--- src/rtl/dllm_pkg.sv ---
// Shared constants and types for the decaying load and latency monitor.
// No dependencies; the top level takes its widths from here, the divider does not.
package dllm_pkg;

  // Field widths of the input and result beats.
  localparam int unsigned CMD_W   = 3;
  localparam int unsigned TIME_W  = 31;
  localparam int unsigned CNT_W   = 16;
  localparam int unsigned LAT_W   = 20;
  localparam int unsigned OUT_W   = 29;

  // Configuration port geometry.
  localparam int unsigned CFG_W     = 32;
  localparam int unsigned CFG_IDX_W = 1;

  // Largest value a result field can carry.
  localparam logic [OUT_W-1:0] OUT_MAX = '1;

  // Configuration register indexes.
  localparam logic [CFG_IDX_W-1:0] REG_TARGET_AVG  = 1'b0;
  localparam logic [CFG_IDX_W-1:0] REG_TARGET_PEAK = 1'b1;

  // Command codes; the remaining codes behave as a poll.
  typedef enum logic [CMD_W-1:0] {
    CMD_COUNT   = 3'd0,
    CMD_LATENCY = 3'd1,
    CMD_SAMPLE  = 3'd2,
    CMD_BATCH   = 3'd3,
    CMD_POLL    = 3'd4
  } cmd_e;

endpackage

--- src/rtl/dllm_div.sv ---
// Iterative restoring divider shared by the batch peak raise and the result averages.
// Retires two quotient bits per cycle; standalone, no package dependency.
module dllm_div #(
  parameter int unsigned QW = 32,
  parameter int unsigned VW = 31
) (
  input  logic          clk_i,
  input  logic          rst_ni,
  input  logic          start_i,
  input  logic [QW-1:0] dividend_i,
  input  logic [VW-1:0] rem_i,
  input  logic [VW-1:0] divisor_i,
  output logic          done_o,
  output logic [QW-1:0] quot_o
);

  localparam int unsigned NS   = QW / 2;
  localparam int unsigned CNTW = $clog2(NS + 1);

  logic            busy_q;
  logic [CNTW-1:0] cnt_q;
  logic [VW-1:0]   rem_q;
  logic [QW-1:0]   dvd_q;
  logic [VW-1:0]   dvs_q;

  logic [VW-1:0]   rem_d;
  logic [QW-1:0]   dvd_d;
  logic [VW:0]     trial;
  logic            qbit;

  // Two restoring steps: shift in the next dividend bit, subtract if it fits.
  // The dividend register fills with quotient bits from the bottom.
  always_comb begin
    rem_d = rem_q;
    dvd_d = dvd_q;
    trial = '0;
    qbit  = 1'b0;
    for (int k = 0; k < 2; k++) begin
      trial = {rem_d, dvd_d[QW-1]};
      qbit  = (trial >= {1'b0, dvs_q});
      if (qbit) begin
        trial = trial - {1'b0, dvs_q};
      end
      rem_d = trial[VW-1:0];
      dvd_d = {dvd_d[QW-2:0], qbit};
    end
  end

  // Step counter and busy flag.
  always_ff @(posedge clk_i or negedge rst_ni) begin
    if (!rst_ni) begin
      busy_q <= 1'b0;
      cnt_q  <= '0;
    end else if (start_i) begin
      busy_q <= 1'b1;
      cnt_q  <= CNTW'(NS);
    end else if (busy_q) begin
      if (cnt_q != '0) begin
        cnt_q <= cnt_q - CNTW'(1);
      end else begin
        busy_q <= 1'b0;
      end
    end
  end

  // Operand and partial remainder registers.
  always_ff @(posedge clk_i) begin
    if (start_i) begin
      rem_q <= rem_i;
      dvd_q <= dividend_i;
      dvs_q <= divisor_i;
    end else if (busy_q && (cnt_q != '0)) begin
      rem_q <= rem_d;
      dvd_q <= dvd_d;
    end
  end

  assign done_o = busy_q && (cnt_q == '0);
  assign quot_o = dvd_q;

endmodule

--- src/rtl/decaying_load_latency_monitor.sv ---
// Top level of the decaying load and latency monitor: sequencer, accumulators, multiplier.
// Depends on dllm_pkg and on the shared divider dllm_div.
//
//   channel  signals                                    direction
//   in       in_valid_i / in_ready_o, cmd .. latency_ms  into block
//   out      out_valid_o / out_ready_i, load_count ..    out of block
//   cfg      cfg_we_i, cfg_idx_i, cfg_data_i             into block, write only
//
// An item's time is set mostly by the divider: up to three divisions run one after another
// (the batch quotient, the average and the peak), and each elapsed second adds one decay
// step. in_ready_o is high only between items.
// Reset clears the targets, the timestamp and all accumulators.
// A finished result waits in the output register; the next item is taken meanwhile
// and is only held back at its last cycle until that result leaves.
module decaying_load_latency_monitor #(
  parameter int unsigned STALE_WINDOW = 8,
  parameter int unsigned ACC_WIDTH    = 31
) (
  input  logic                             clk_i,
  input  logic                             rst_ni,
  input  logic                             in_valid_i,
  output logic                             in_ready_o,
  input  logic [dllm_pkg::CMD_W-1:0]       cmd_i,
  input  logic [dllm_pkg::TIME_W-1:0]      now_seconds_i,
  input  logic [dllm_pkg::CNT_W-1:0]       sample_count_i,
  input  logic [dllm_pkg::LAT_W-1:0]       latency_ms_i,
  output logic                             out_valid_o,
  input  logic                             out_ready_i,
  output logic [dllm_pkg::OUT_W-1:0]       load_count_o,
  output logic [dllm_pkg::OUT_W-1:0]       latency_avg_o,
  output logic [dllm_pkg::OUT_W-1:0]       latency_peak_o,
  output logic                             overloaded_o,
  input  logic                             cfg_we_i,
  input  logic [dllm_pkg::CFG_IDX_W-1:0]   cfg_idx_i,
  input  logic [dllm_pkg::CFG_W-1:0]       cfg_data_i
);

  localparam int unsigned AW  = ACC_WIDTH;
  localparam int unsigned LW  = dllm_pkg::LAT_W;
  localparam int unsigned TW  = dllm_pkg::TIME_W;
  localparam int unsigned NW  = dllm_pkg::CNT_W;
  localparam int unsigned OW  = dllm_pkg::OUT_W;
  localparam int unsigned MW  = LW + 2;
  localparam int unsigned PW  = AW + MW;
  localparam int unsigned QW  = AW + (AW % 2);
  localparam int unsigned SW  = ((AW > LW) ? AW : LW) + 1;
  localparam int unsigned CW  = (QW > dllm_pkg::CFG_W) ? QW : dllm_pkg::CFG_W;
  localparam int unsigned SCW = $clog2(STALE_WINDOW + 1);
  localparam logic [AW-1:0] ACC_MAX = '1;

  typedef enum logic [3:0] {
    ST_IDLE,
    ST_DECAY,
    ST_APPLY,
    ST_MUL,
    ST_CAND,
    ST_BATCH_WAIT,
    ST_AVG_START,
    ST_AVG_WAIT,
    ST_PEAK_WAIT,
    ST_FINISH
  } st_e;

  st_e                        state_q;
  dllm_pkg::cmd_e             cmd_q;
  logic [NW-1:0]              n_q;
  logic [LW-1:0]              lat_q;
  logic [MW-1:0]              m_q;
  logic [PW-1:0]              prod_q;
  logic [SCW-1:0]             step_q;
  logic [TW-1:0]              last_q;
  logic [AW-1:0]              count_q;
  logic [AW-1:0]              event_q;
  logic [AW-1:0]              sum_q;
  logic [AW-1:0]              peak_q;
  logic [QW-1:0]              avg_q;
  logic [QW-1:0]              pkr_q;
  logic [dllm_pkg::CFG_W-1:0] target_avg_q;
  logic [dllm_pkg::CFG_W-1:0] target_peak_q;
  logic                       out_valid_q;
  logic [OW-1:0]              load_count_q;
  logic [OW-1:0]              latency_avg_q;
  logic [OW-1:0]              latency_peak_q;
  logic                       overloaded_q;

  logic                       in_fire;
  logic                       time_back;
  logic                       time_stale;
  logic [TW-1:0]              elapsed;
  logic [LW-1:0]              lat_eff;
  logic                       need_mul;
  logic [MW-1:0]              prod_hi;
  logic [AW-1:0]              prod_lo;
  logic                       batch_sat;
  logic [AW-1:0]              lat_cand;
  logic                       div_start;
  logic [QW-1:0]              div_dividend;
  logic [AW-1:0]              div_rem;
  logic [AW-1:0]              div_divisor;
  logic                       div_done;
  logic [QW-1:0]              div_quot;
  logic [CW-1:0]              avg_w;
  logic [CW-1:0]              pk_w;
  logic [CW-1:0]              cnt_w;
  logic                       over;

  // Saturating add at the accumulator width.
  function automatic logic [AW-1:0] sat_add(input logic [SW-1:0] a, input logic [SW-1:0] b);
    logic [SW-1:0] s;
    s = a + b;
    if (s >= SW'(ACC_MAX)) begin
      return ACC_MAX;
    end
    return AW'(s);
  endfunction

  // One second of decay on a count: lose a quarter, rounded up.
  function automatic logic [AW-1:0] decay_up(input logic [AW-1:0] v);
    logic [AW:0] t;
    t = {1'b0, v} + (AW+1)'(3);
    return v - AW'(t[AW:2]);
  endfunction

  // One second of decay on a latency accumulator: lose a quarter, rounded down.
  function automatic logic [AW-1:0] decay_dn(input logic [AW-1:0] v);
    return v - AW'(v[AW-1:2]);
  endfunction

  assign in_ready_o = (state_q == ST_IDLE);
  assign in_fire    = in_valid_i && in_ready_o;

  // Time checks against the last update.
  assign time_back  = now_seconds_i < last_q;
  assign time_stale = {1'b0, now_seconds_i} > ({1'b0, last_q} + (TW+1)'(STALE_WINDOW));
  assign elapsed    = now_seconds_i - last_q;

  // A latency of one millisecond counts as zero for the single commands.
  always_comb begin
    lat_eff = lat_q;
    if ((cmd_q == dllm_pkg::CMD_LATENCY || cmd_q == dllm_pkg::CMD_SAMPLE) &&
        lat_q == LW'(1)) begin
      lat_eff = '0;
    end
  end

  assign need_mul = (cmd_q == dllm_pkg::CMD_LATENCY) || (cmd_q == dllm_pkg::CMD_SAMPLE) ||
                    ((cmd_q == dllm_pkg::CMD_BATCH) && (n_q != '0));

  // Peak candidate: events times four times latency, saturated; a batch divides it by the batch size.
  assign prod_hi   = prod_q[PW-1:AW];
  assign prod_lo   = prod_q[AW-1:0];
  assign batch_sat = prod_hi >= MW'(n_q);
  assign lat_cand  = (prod_hi != '0) ? ACC_MAX : prod_lo;

  // Divider operand selection and launch. For a batch the bits of the product above
  // the dividend width seed the partial remainder; they stay below the batch size.
  always_comb begin
    div_dividend = QW'(sum_q[AW-1:2]);
    div_rem      = '0;
    div_divisor  = event_q;
    case (state_q)
      ST_CAND: begin
        div_dividend = prod_q[QW-1:0];
        div_rem      = AW'(prod_q[PW-1:QW]);
        div_divisor  = AW'(n_q);
      end
      ST_AVG_WAIT: begin
        div_dividend = QW'(peak_q[AW-1:2]);
      end
      default: begin
        div_dividend = QW'(sum_q[AW-1:2]);
      end
    endcase
  end

  assign div_start = ((state_q == ST_CAND) && (cmd_q == dllm_pkg::CMD_BATCH) && !batch_sat) ||
                     ((state_q == ST_AVG_START) && (event_q != '0)) ||
                     ((state_q == ST_AVG_WAIT) && div_done);

  dllm_div #(
    .QW(QW),
    .VW(AW)
  ) u_div (
    .clk_i      (clk_i),
    .rst_ni     (rst_ni),
    .start_i    (div_start),
    .dividend_i (div_dividend),
    .rem_i      (div_rem),
    .divisor_i  (div_divisor),
    .done_o     (div_done),
    .quot_o     (div_quot)
  );

  // Overload check on the unsaturated quotients.
  assign avg_w = CW'(avg_q);
  assign pk_w  = CW'(pkr_q);
  assign cnt_w = CW'(count_q[AW-1:2]);
  assign over  = ((target_peak_q != '0) && (pk_w > CW'(target_peak_q))) ||
                 ((target_avg_q != '0) && (avg_w > CW'(target_avg_q)));

  // Sequencer, accumulators and the output register.
  always_ff @(posedge clk_i or negedge rst_ni) begin
    if (!rst_ni) begin
      state_q        <= ST_IDLE;
      cmd_q          <= dllm_pkg::CMD_POLL;
      n_q            <= '0;
      lat_q          <= '0;
      m_q            <= '0;
      prod_q         <= '0;
      step_q         <= '0;
      last_q         <= '0;
      count_q        <= '0;
      event_q        <= '0;
      sum_q          <= '0;
      peak_q         <= '0;
      avg_q          <= '0;
      pkr_q          <= '0;
      target_avg_q   <= '0;
      target_peak_q  <= '0;
      out_valid_q    <= 1'b0;
      load_count_q   <= '0;
      latency_avg_q  <= '0;
      latency_peak_q <= '0;
      overloaded_q   <= 1'b0;
    end else begin
      if (cfg_we_i) begin
        case (cfg_idx_i)
          dllm_pkg::REG_TARGET_AVG:  target_avg_q  <= cfg_data_i;
          dllm_pkg::REG_TARGET_PEAK: target_peak_q <= cfg_data_i;
          default: begin
          end
        endcase
      end

      // A taken result empties the output register; in ST_FINISH the reload decides.
      if (out_valid_q && out_ready_i && (state_q != ST_FINISH)) begin
        out_valid_q <= 1'b0;
      end

      case (state_q)
        // Take the beat and bring the accumulators to the current second, or clear them if time ran back or went stale.
        ST_IDLE: begin
          if (in_fire) begin
            cmd_q  <= dllm_pkg::cmd_e'(cmd_i);
            n_q    <= sample_count_i;
            lat_q  <= latency_ms_i;
            last_q <= now_seconds_i;
            step_q <= '0;
            state_q <= ST_APPLY;
            if (now_seconds_i != last_q) begin
              if (time_back || time_stale) begin
                count_q <= '0;
                event_q <= '0;
                sum_q   <= '0;
                peak_q  <= '0;
              end else begin
                step_q  <= SCW'(elapsed);
                state_q <= ST_DECAY;
              end
            end
          end
        end

        // One elapsed second per cycle.
        ST_DECAY: begin
          count_q <= decay_up(count_q);
          event_q <= decay_up(event_q);
          sum_q   <= decay_dn(sum_q);
          peak_q  <= decay_dn(peak_q);
          step_q  <= step_q - SCW'(1);
          if (step_q == SCW'(1)) begin
            state_q <= ST_APPLY;
          end
        end

        // Apply the command to the accumulators.
        ST_APPLY: begin
          case (cmd_q)
            dllm_pkg::CMD_COUNT: begin
              count_q <= sat_add(SW'(count_q), SW'(1));
            end
            dllm_pkg::CMD_LATENCY: begin
              event_q <= sat_add(SW'(event_q), SW'(1));
              sum_q   <= sat_add(SW'(sum_q), SW'(lat_eff));
              peak_q  <= sat_add(SW'(peak_q), SW'(lat_eff));
            end
            dllm_pkg::CMD_SAMPLE: begin
              count_q <= sat_add(SW'(count_q), SW'(1));
              event_q <= sat_add(SW'(event_q), SW'(1));
              sum_q   <= sat_add(SW'(sum_q), SW'(lat_eff));
              peak_q  <= sat_add(SW'(peak_q), SW'(lat_eff));
            end
            dllm_pkg::CMD_BATCH: begin
              count_q <= sat_add(SW'(count_q), SW'(n_q));
              event_q <= sat_add(SW'(event_q), SW'(n_q));
              sum_q   <= sat_add(SW'(sum_q), SW'(lat_eff));
              peak_q  <= sat_add(SW'(peak_q), SW'(lat_eff));
            end
            default: begin
            end
          endcase
          m_q     <= {lat_eff, 2'b00};
          state_q <= need_mul ? ST_MUL : ST_AVG_START;
        end

        // Events times four times latency, at full width.
        ST_MUL: begin
          prod_q  <= PW'(event_q) * PW'(m_q);
          state_q <= ST_CAND;
        end

        // Raise the peak, or hand a batch quotient to the divider.
        ST_CAND: begin
          if (cmd_q == dllm_pkg::CMD_BATCH) begin
            if (batch_sat) begin
              peak_q  <= ACC_MAX;
              state_q <= ST_AVG_START;
            end else begin
              state_q <= ST_BATCH_WAIT;
            end
          end else begin
            if (peak_q < lat_cand) begin
              peak_q <= lat_cand;
            end
            state_q <= ST_AVG_START;
          end
        end

        ST_BATCH_WAIT: begin
          if (div_done) begin
            if (peak_q < div_quot[AW-1:0]) begin
              peak_q <= div_quot[AW-1:0];
            end
            state_q <= ST_AVG_START;
          end
        end

        // Averages are zero when no latency events remain.
        ST_AVG_START: begin
          if (event_q == '0) begin
            avg_q   <= '0;
            pkr_q   <= '0;
            state_q <= ST_FINISH;
          end else begin
            state_q <= ST_AVG_WAIT;
          end
        end

        ST_AVG_WAIT: begin
          if (div_done) begin
            avg_q   <= div_quot;
            state_q <= ST_PEAK_WAIT;
          end
        end

        ST_PEAK_WAIT: begin
          if (div_done) begin
            pkr_q   <= div_quot;
            state_q <= ST_FINISH;
          end
        end

        // Load the result once the output register is free.
        ST_FINISH: begin
          if (!out_valid_q || out_ready_i) begin
            load_count_q   <= (cnt_w > CW'(dllm_pkg::OUT_MAX)) ? dllm_pkg::OUT_MAX
                                                               : cnt_w[OW-1:0];
            latency_avg_q  <= (avg_w > CW'(dllm_pkg::OUT_MAX)) ? dllm_pkg::OUT_MAX
                                                               : avg_w[OW-1:0];
            latency_peak_q <= (pk_w > CW'(dllm_pkg::OUT_MAX)) ? dllm_pkg::OUT_MAX
                                                              : pk_w[OW-1:0];
            overloaded_q   <= over;
            out_valid_q    <= 1'b1;
            state_q        <= ST_IDLE;
          end
        end

        default: begin
          state_q <= ST_IDLE;
        end
      endcase
    end
  end

  assign out_valid_o    = out_valid_q;
  assign load_count_o   = load_count_q;
  assign latency_avg_o  = latency_avg_q;
  assign latency_peak_o = latency_peak_q;
  assign overloaded_o   = overloaded_q;

  // The block is busy in the cycle after it takes a beat.
  a_busy_after_accept: assert property (@(posedge clk_i) disable iff (!rst_ni)
    in_fire |=> !in_ready_o)
    else $error("input accepted on the cycle after a beat");

  // The timestamp follows every accepted beat.
  a_time_tracked: assert property (@(posedge clk_i) disable iff (!rst_ni)
    in_fire |=> (last_q == $past(now_seconds_i)))
    else $error("last update time not taken from the beat");

  // Divider results only arrive while the sequencer waits for them.
  a_div_done_waited: assert property (@(posedge clk_i) disable iff (!rst_ni)
    div_done |-> (state_q == ST_BATCH_WAIT || state_q == ST_AVG_WAIT ||
                  state_q == ST_PEAK_WAIT))
    else $error("divider finished outside a wait state");

  // A pending result is never overwritten by the next one.
  a_no_overwrite: assert property (@(posedge clk_i) disable iff (!rst_ni)
    (state_q == ST_FINISH && out_valid_q && !out_ready_i) |=>
      (state_q == ST_FINISH && out_valid_q))
    else $error("result register reloaded while a beat was pending");

endmodule
--- config.mk ---
export PLATFORM = sky130hd
export DESIGN_NAME = decaying_load_latency_monitor
export DESIGN_NICKNAME = d
export VERILOG_FILES = /design/src/rtl/dllm_pkg.sv /design/src/rtl/dllm_div.sv /design/src/rtl/decaying_load_latency_monitor.sv
export SDC_FILE = /design/constraint.sdc
export NUM_CORES = 2
export LEC_CHECK = 0
export BUFFER_PORTS_ARGS = -buffer_cell sky130_fd_sc_hd__buf_2
export CORE_MARGIN = 2
export CORE_UTILIZATION = 55
export DETAILED_ROUTE_END_ITERATION = 10
export PLACE_DENSITY = 0.83
export SLEW_MARGIN = 30
export SYNTH_ARGS = -nofsm -noshare
export SYNTH_HDL_FRONTEND = slang
export SYNTH_SLANG_ARGS = --single-unit
--- constraint.sdc ---
create_clock -name clk_i -period 9.6 [get_ports clk_i]
set_input_delay 2.4 -clock clk_i [delete_from_list [all_inputs] [get_ports clk_i]]
set_output_delay 2.4 -clock clk_i [all_outputs]
set_load 0.02 [all_outputs]
==> metrics.csv <==
stage,metric,value,unit
clocking,Longest Clk Path Bufs,3,
clocking,number of buffers created by CTS,71,
synth,Mapped Avg Cell Area,8.52,µm²
timing,actual transition at the worst max-transition pin,1.06,ns
setup_path,required time worst endpoint,10.21,ns
global_routing,layer with the highest usage,met2,
power_and_ir_drop,Peak VDD IR,149,µV
synth,leading area contributor after synthesis,dfrtp_1,
timing,Final Hold Vio Count,0,
finish,number of nets at the end of the flow,9153,
placement,post-DP HPWL,172,mm
global_routing,combined global-route utilization of all metal layers,35.6,%
power_and_ir_drop,leakage dissipation,34.7,nW
drt,WL per Instance,23.6,µm
clocking,post-CTS setup repair buffer count,0,
drt,Vias,60900,
synth,cell types with the highest counts after synthesis,"991 x nand2_1, 911 x inv_1, 623 x ha_1, 529 x fa_1, 500 x o21ai_0",
synth,Post-synth top flop,dfrtp_1,
timing,min cycle time layout,8.63,ns
clocking,clock tree root buffer cell,clkbuf_16,
floorplanning,count of pins on the block boundary,198,
timing,setup-violating endpoint count in the final report,0,
global_routing,initial antenna violation count,10,
setup_path,type of destination of the critical path,flop,
synth,yosys synthesis warning count,0,
timing,share of the clock period used by the worst path after layout,89.9,%
clocking,clock sinks,590,
job,Max Cap Violations,0,
floorplanning,die area,0.126,mm²
timing,fin. max-slew vios,0,
placement,input/output buffers,197,
floorplanning,chip height,355,µm
clocking,clock tree from TritonCTS,done,
setup_path,buffers plus inverters on the worst setup path,8,
timing,Fin Setup TNS,0,ns
drt,Total Wirelength,226,mm
global_routing,met1 GRT Util,44.7,%
global_routing,met3 Usage GRT,8.61,%
drt,length of the first detailed-routing pass in iterations,10,
drt,routed via count divided by cell count,6.36,
setup_path,critical path's largest stage delay,0.68,ns
setup_path,library cell contributing the largest single delay on the critical path,dfrtp_1,
timing,unrepaired setup endpoints after global routing,false,
synth,register bit total from synthesis,590,
setup_path,critical path launch point type,flop,
synth,total standard cell area after synthesis,0.0676,mm²
setup_path,most frequent cell on the critical path,fa_1,
finish,P&R area growth vs syn,7.25,%
hold_path,worst min-delay path category,reg2reg,
drt,First DRT Iteration DRCs,7313,
global_routing,first-pass GRT wire length,349,mm
clocking,number of H-tree levels,3,
timing,worst-case hold slack,0.475,ns
global_routing,number of global-route vias before repair,60500,
synth,number of synthesized flops with an enable pin,94,
global_routing,gr ovfl total,0,
outcome,result of the run,"finished, final reports clean",
setup_path,CP Data Arrival Time,9.24,ns
timing,slew margin rel.,28.8,%
synth,share of synthesized flip-flops with an asynchronous set or reset,84.1,%
placement,last weighted congestion value of the routability-driven placer,1.03,
drt,count of unresolved DRC violations after routing,0,
synth,Gate Count Post-Synth,7934,
floorplanning,Core Rows,128,
global_routing,grt met2 use,54.8,%
drt,remaining antenna violation count,0,
synth,number of nets produced by synthesis,9194,
power_and_ir_drop,power density over the cells,79.1,mW/mm²
synth,ranking of synthesized cells by area,"dfrtp_1 18%, fa_1 16%, ha_1 12%, nand2_1 5.5%, inv_1 5.1%",
floorplanning,Starting Density,55.5,%
timing,least setup slack across all paths after layout,0.970,ns
timing,worst clock skew,0.0463,ns
clocking,count of hold-fix buffers inserted at cts,0,
placement,Worst Setup Slack post-DPL,1.02,ns
floorplanning,Core Area,0.122,mm²
synth,most frequent cell after synthesis,nand2_1,
setup_path,critical setup path kind,reg2reg,
finish,final-layout fill cell count,10600,
synth,sequential element share of the synthesized area,22.5,%
timing,Fmax achieved,116,MHz
synth,area fraction of the dominant cell type after synthesis,18.3,%
setup_path,Worst Path Max Fanout,18,
floorplanning,width of the die,355,µm
global_routing,largest net degree at the start of global routing,142,
clocking,clock-pin slew on the worst setup and hold paths,0.06,ns
setup_path,Top delay family on crit path,adder cells,
clocking,post-cts sizing count,0,
finish,layout cells sized above 1,8.34,%
synth,Unique masters post-synth,98,
clocking,clock latency at the later pin of the worst-skew pair,0.71,ns
==> routing by layer <==
layer  vias up  wire [µm]
li1      27100          -
met1     29500      85400
met2      3401      98500
met3       895      24100
met4        12      17500
met5         -         85
==> final timing paths <==
check	startpoint	end	slack, ns	depth (start not counted)
setup / recovery	event_q[10]	prod_q[44]	0.97	28
hold / removal	latency_avg_o[11]	latency_avg_o[11]	0.48	2
setup reg to reg	event_q[10]	prod_q[44]	0.97	28
hold reg to reg	latency_avg_o[11]	latency_avg_o[11]	0.48	2
max in group asynchronous	rst_ni	m_q[4]	6.42	2
min in group asynchronous	rst_ni	target_avg_q[26]	1.68	1
==> logic make-up (layout without fill, tap and decap cells) <==
| kind of cell | Yosys count | in the layout | synth area share [%] |
|---|---|---|---|
| buf+inv | 1333 | 1346 | 7.47 |
| xor+xnor | 394 | 394 | 5.10 |
| compound gates | 1848 | 1848 | 17.8 |
| other cells | 0 | 4 | 0 |
| simple gates | 2468 | 2468 | 17.5 |
| mux | 149 | 149 | 2.46 |
| fa+ha+maj | 1152 | 1152 | 27.2 |
| flops | 590 | 590 | 22.5 |
==> state kept, by name, indices dropped and copies added, names as in the netlist, 3 cells and up <==
signal,count
load_count_o,29
state_q,4
sum_q,31
prod_q,51
avg_q,32
u_div.dvs_q,31
u_div.rem_q,31
u_div.quot_o,32
target_avg_q,32
latency_peak_o,29
cmd_q,3
step_q,4
m_q,20
latency_avg_o,29
target_peak_q,32
event_q,31
u_div.cnt_q,5
pk_w,32
count_q,31
n_q,16
peak_q,31
lat_q,20
last_q,31
==> layout make-up <==
type	instances	area (µm²)	area share, %
antenna	4	10.0	0.0138
clock buffer	91	1930	2.67
clock inverter	36	508	0.700
inverter	913	3430	4.73
multi-input combinational	6011	47500	65.5
sequential	590	15200	21.0
tap	1625	2030	2.80
timing repair buffer	306	1890	2.61
==> placed cells by master, fill, tap and decap left out, types with 29 or more instances in the layout <==
cell type  instances
nand3_1          143
nor2b_1           67
buf_4            102
ha_1             623
nand2_1          987
or3_1             39
a22o_1            40
inv_1            911
xnor2_1          249
nand2b_1          55
fa_1             529
o21bai_1          43
nor3_1            98
or2_2             29
clkbuf_16         73
o31ai_1           68
nand4_1          103
o21a_1            61
xor2_1           145
o211ai_1          42
nor4_1            85
dfrtp_1          485
a211oi_1          79
and3_1            53
a31oi_1           76
o21ai_0          500
mux2_2           138
nor2_1           405
o221ai_1          39
a221o_1           30
and2_1           313
edfxtp_1          94
a21o_1           192
buf_2            196
a221oi_1          50
a21oi_1          409
==> worst register-to-register path: cells and delay by family, from the launching register on <==
| kind | cells | cell delay (ns) |
|---|---|---|
| compound gates | 7 | 1.73 |
| xor+xnor | 1 | 0.14 |
| fa+ha+maj | 8 | 3.96 |
| simple gates | 4 | 1.08 |
| flops | 1 | 0.68 |
| buf+inv | 8 | 0.96 |
==> through the flow <==
| step | total power [W] | instance area (µm²) | instances | util [%] |
|---|---|---|---|---|
| after floorplan | 0.00275 | 67600 | 7934 | - |
| after global placement | 0.00287 | 70000 | 9443 | 57.4 |
| after detailed placement | 0.00289 | 70000 | 9444 | 57.5 |
| after CTS | 0.00576 | 72500 | 9571 | 59.5 |
| after global routing | 0.00589 | 72500 | 9572 | 59.5 |
| final | 0.00573 | 72500 | 9576 | 59.5 |
==> power breakdown <==
| group | switching (W) | internal, W |
|---|---|---|
| Combinational | 0.000147 | 0.0000880 |
| Clock | 0.00127 | 0.00162 |
| Sequential | 0.0000344 | 0.00257 |
| Total | 0.00145 | 0.00428 |
No activity file was read; power rests on OpenSTA's default activity.
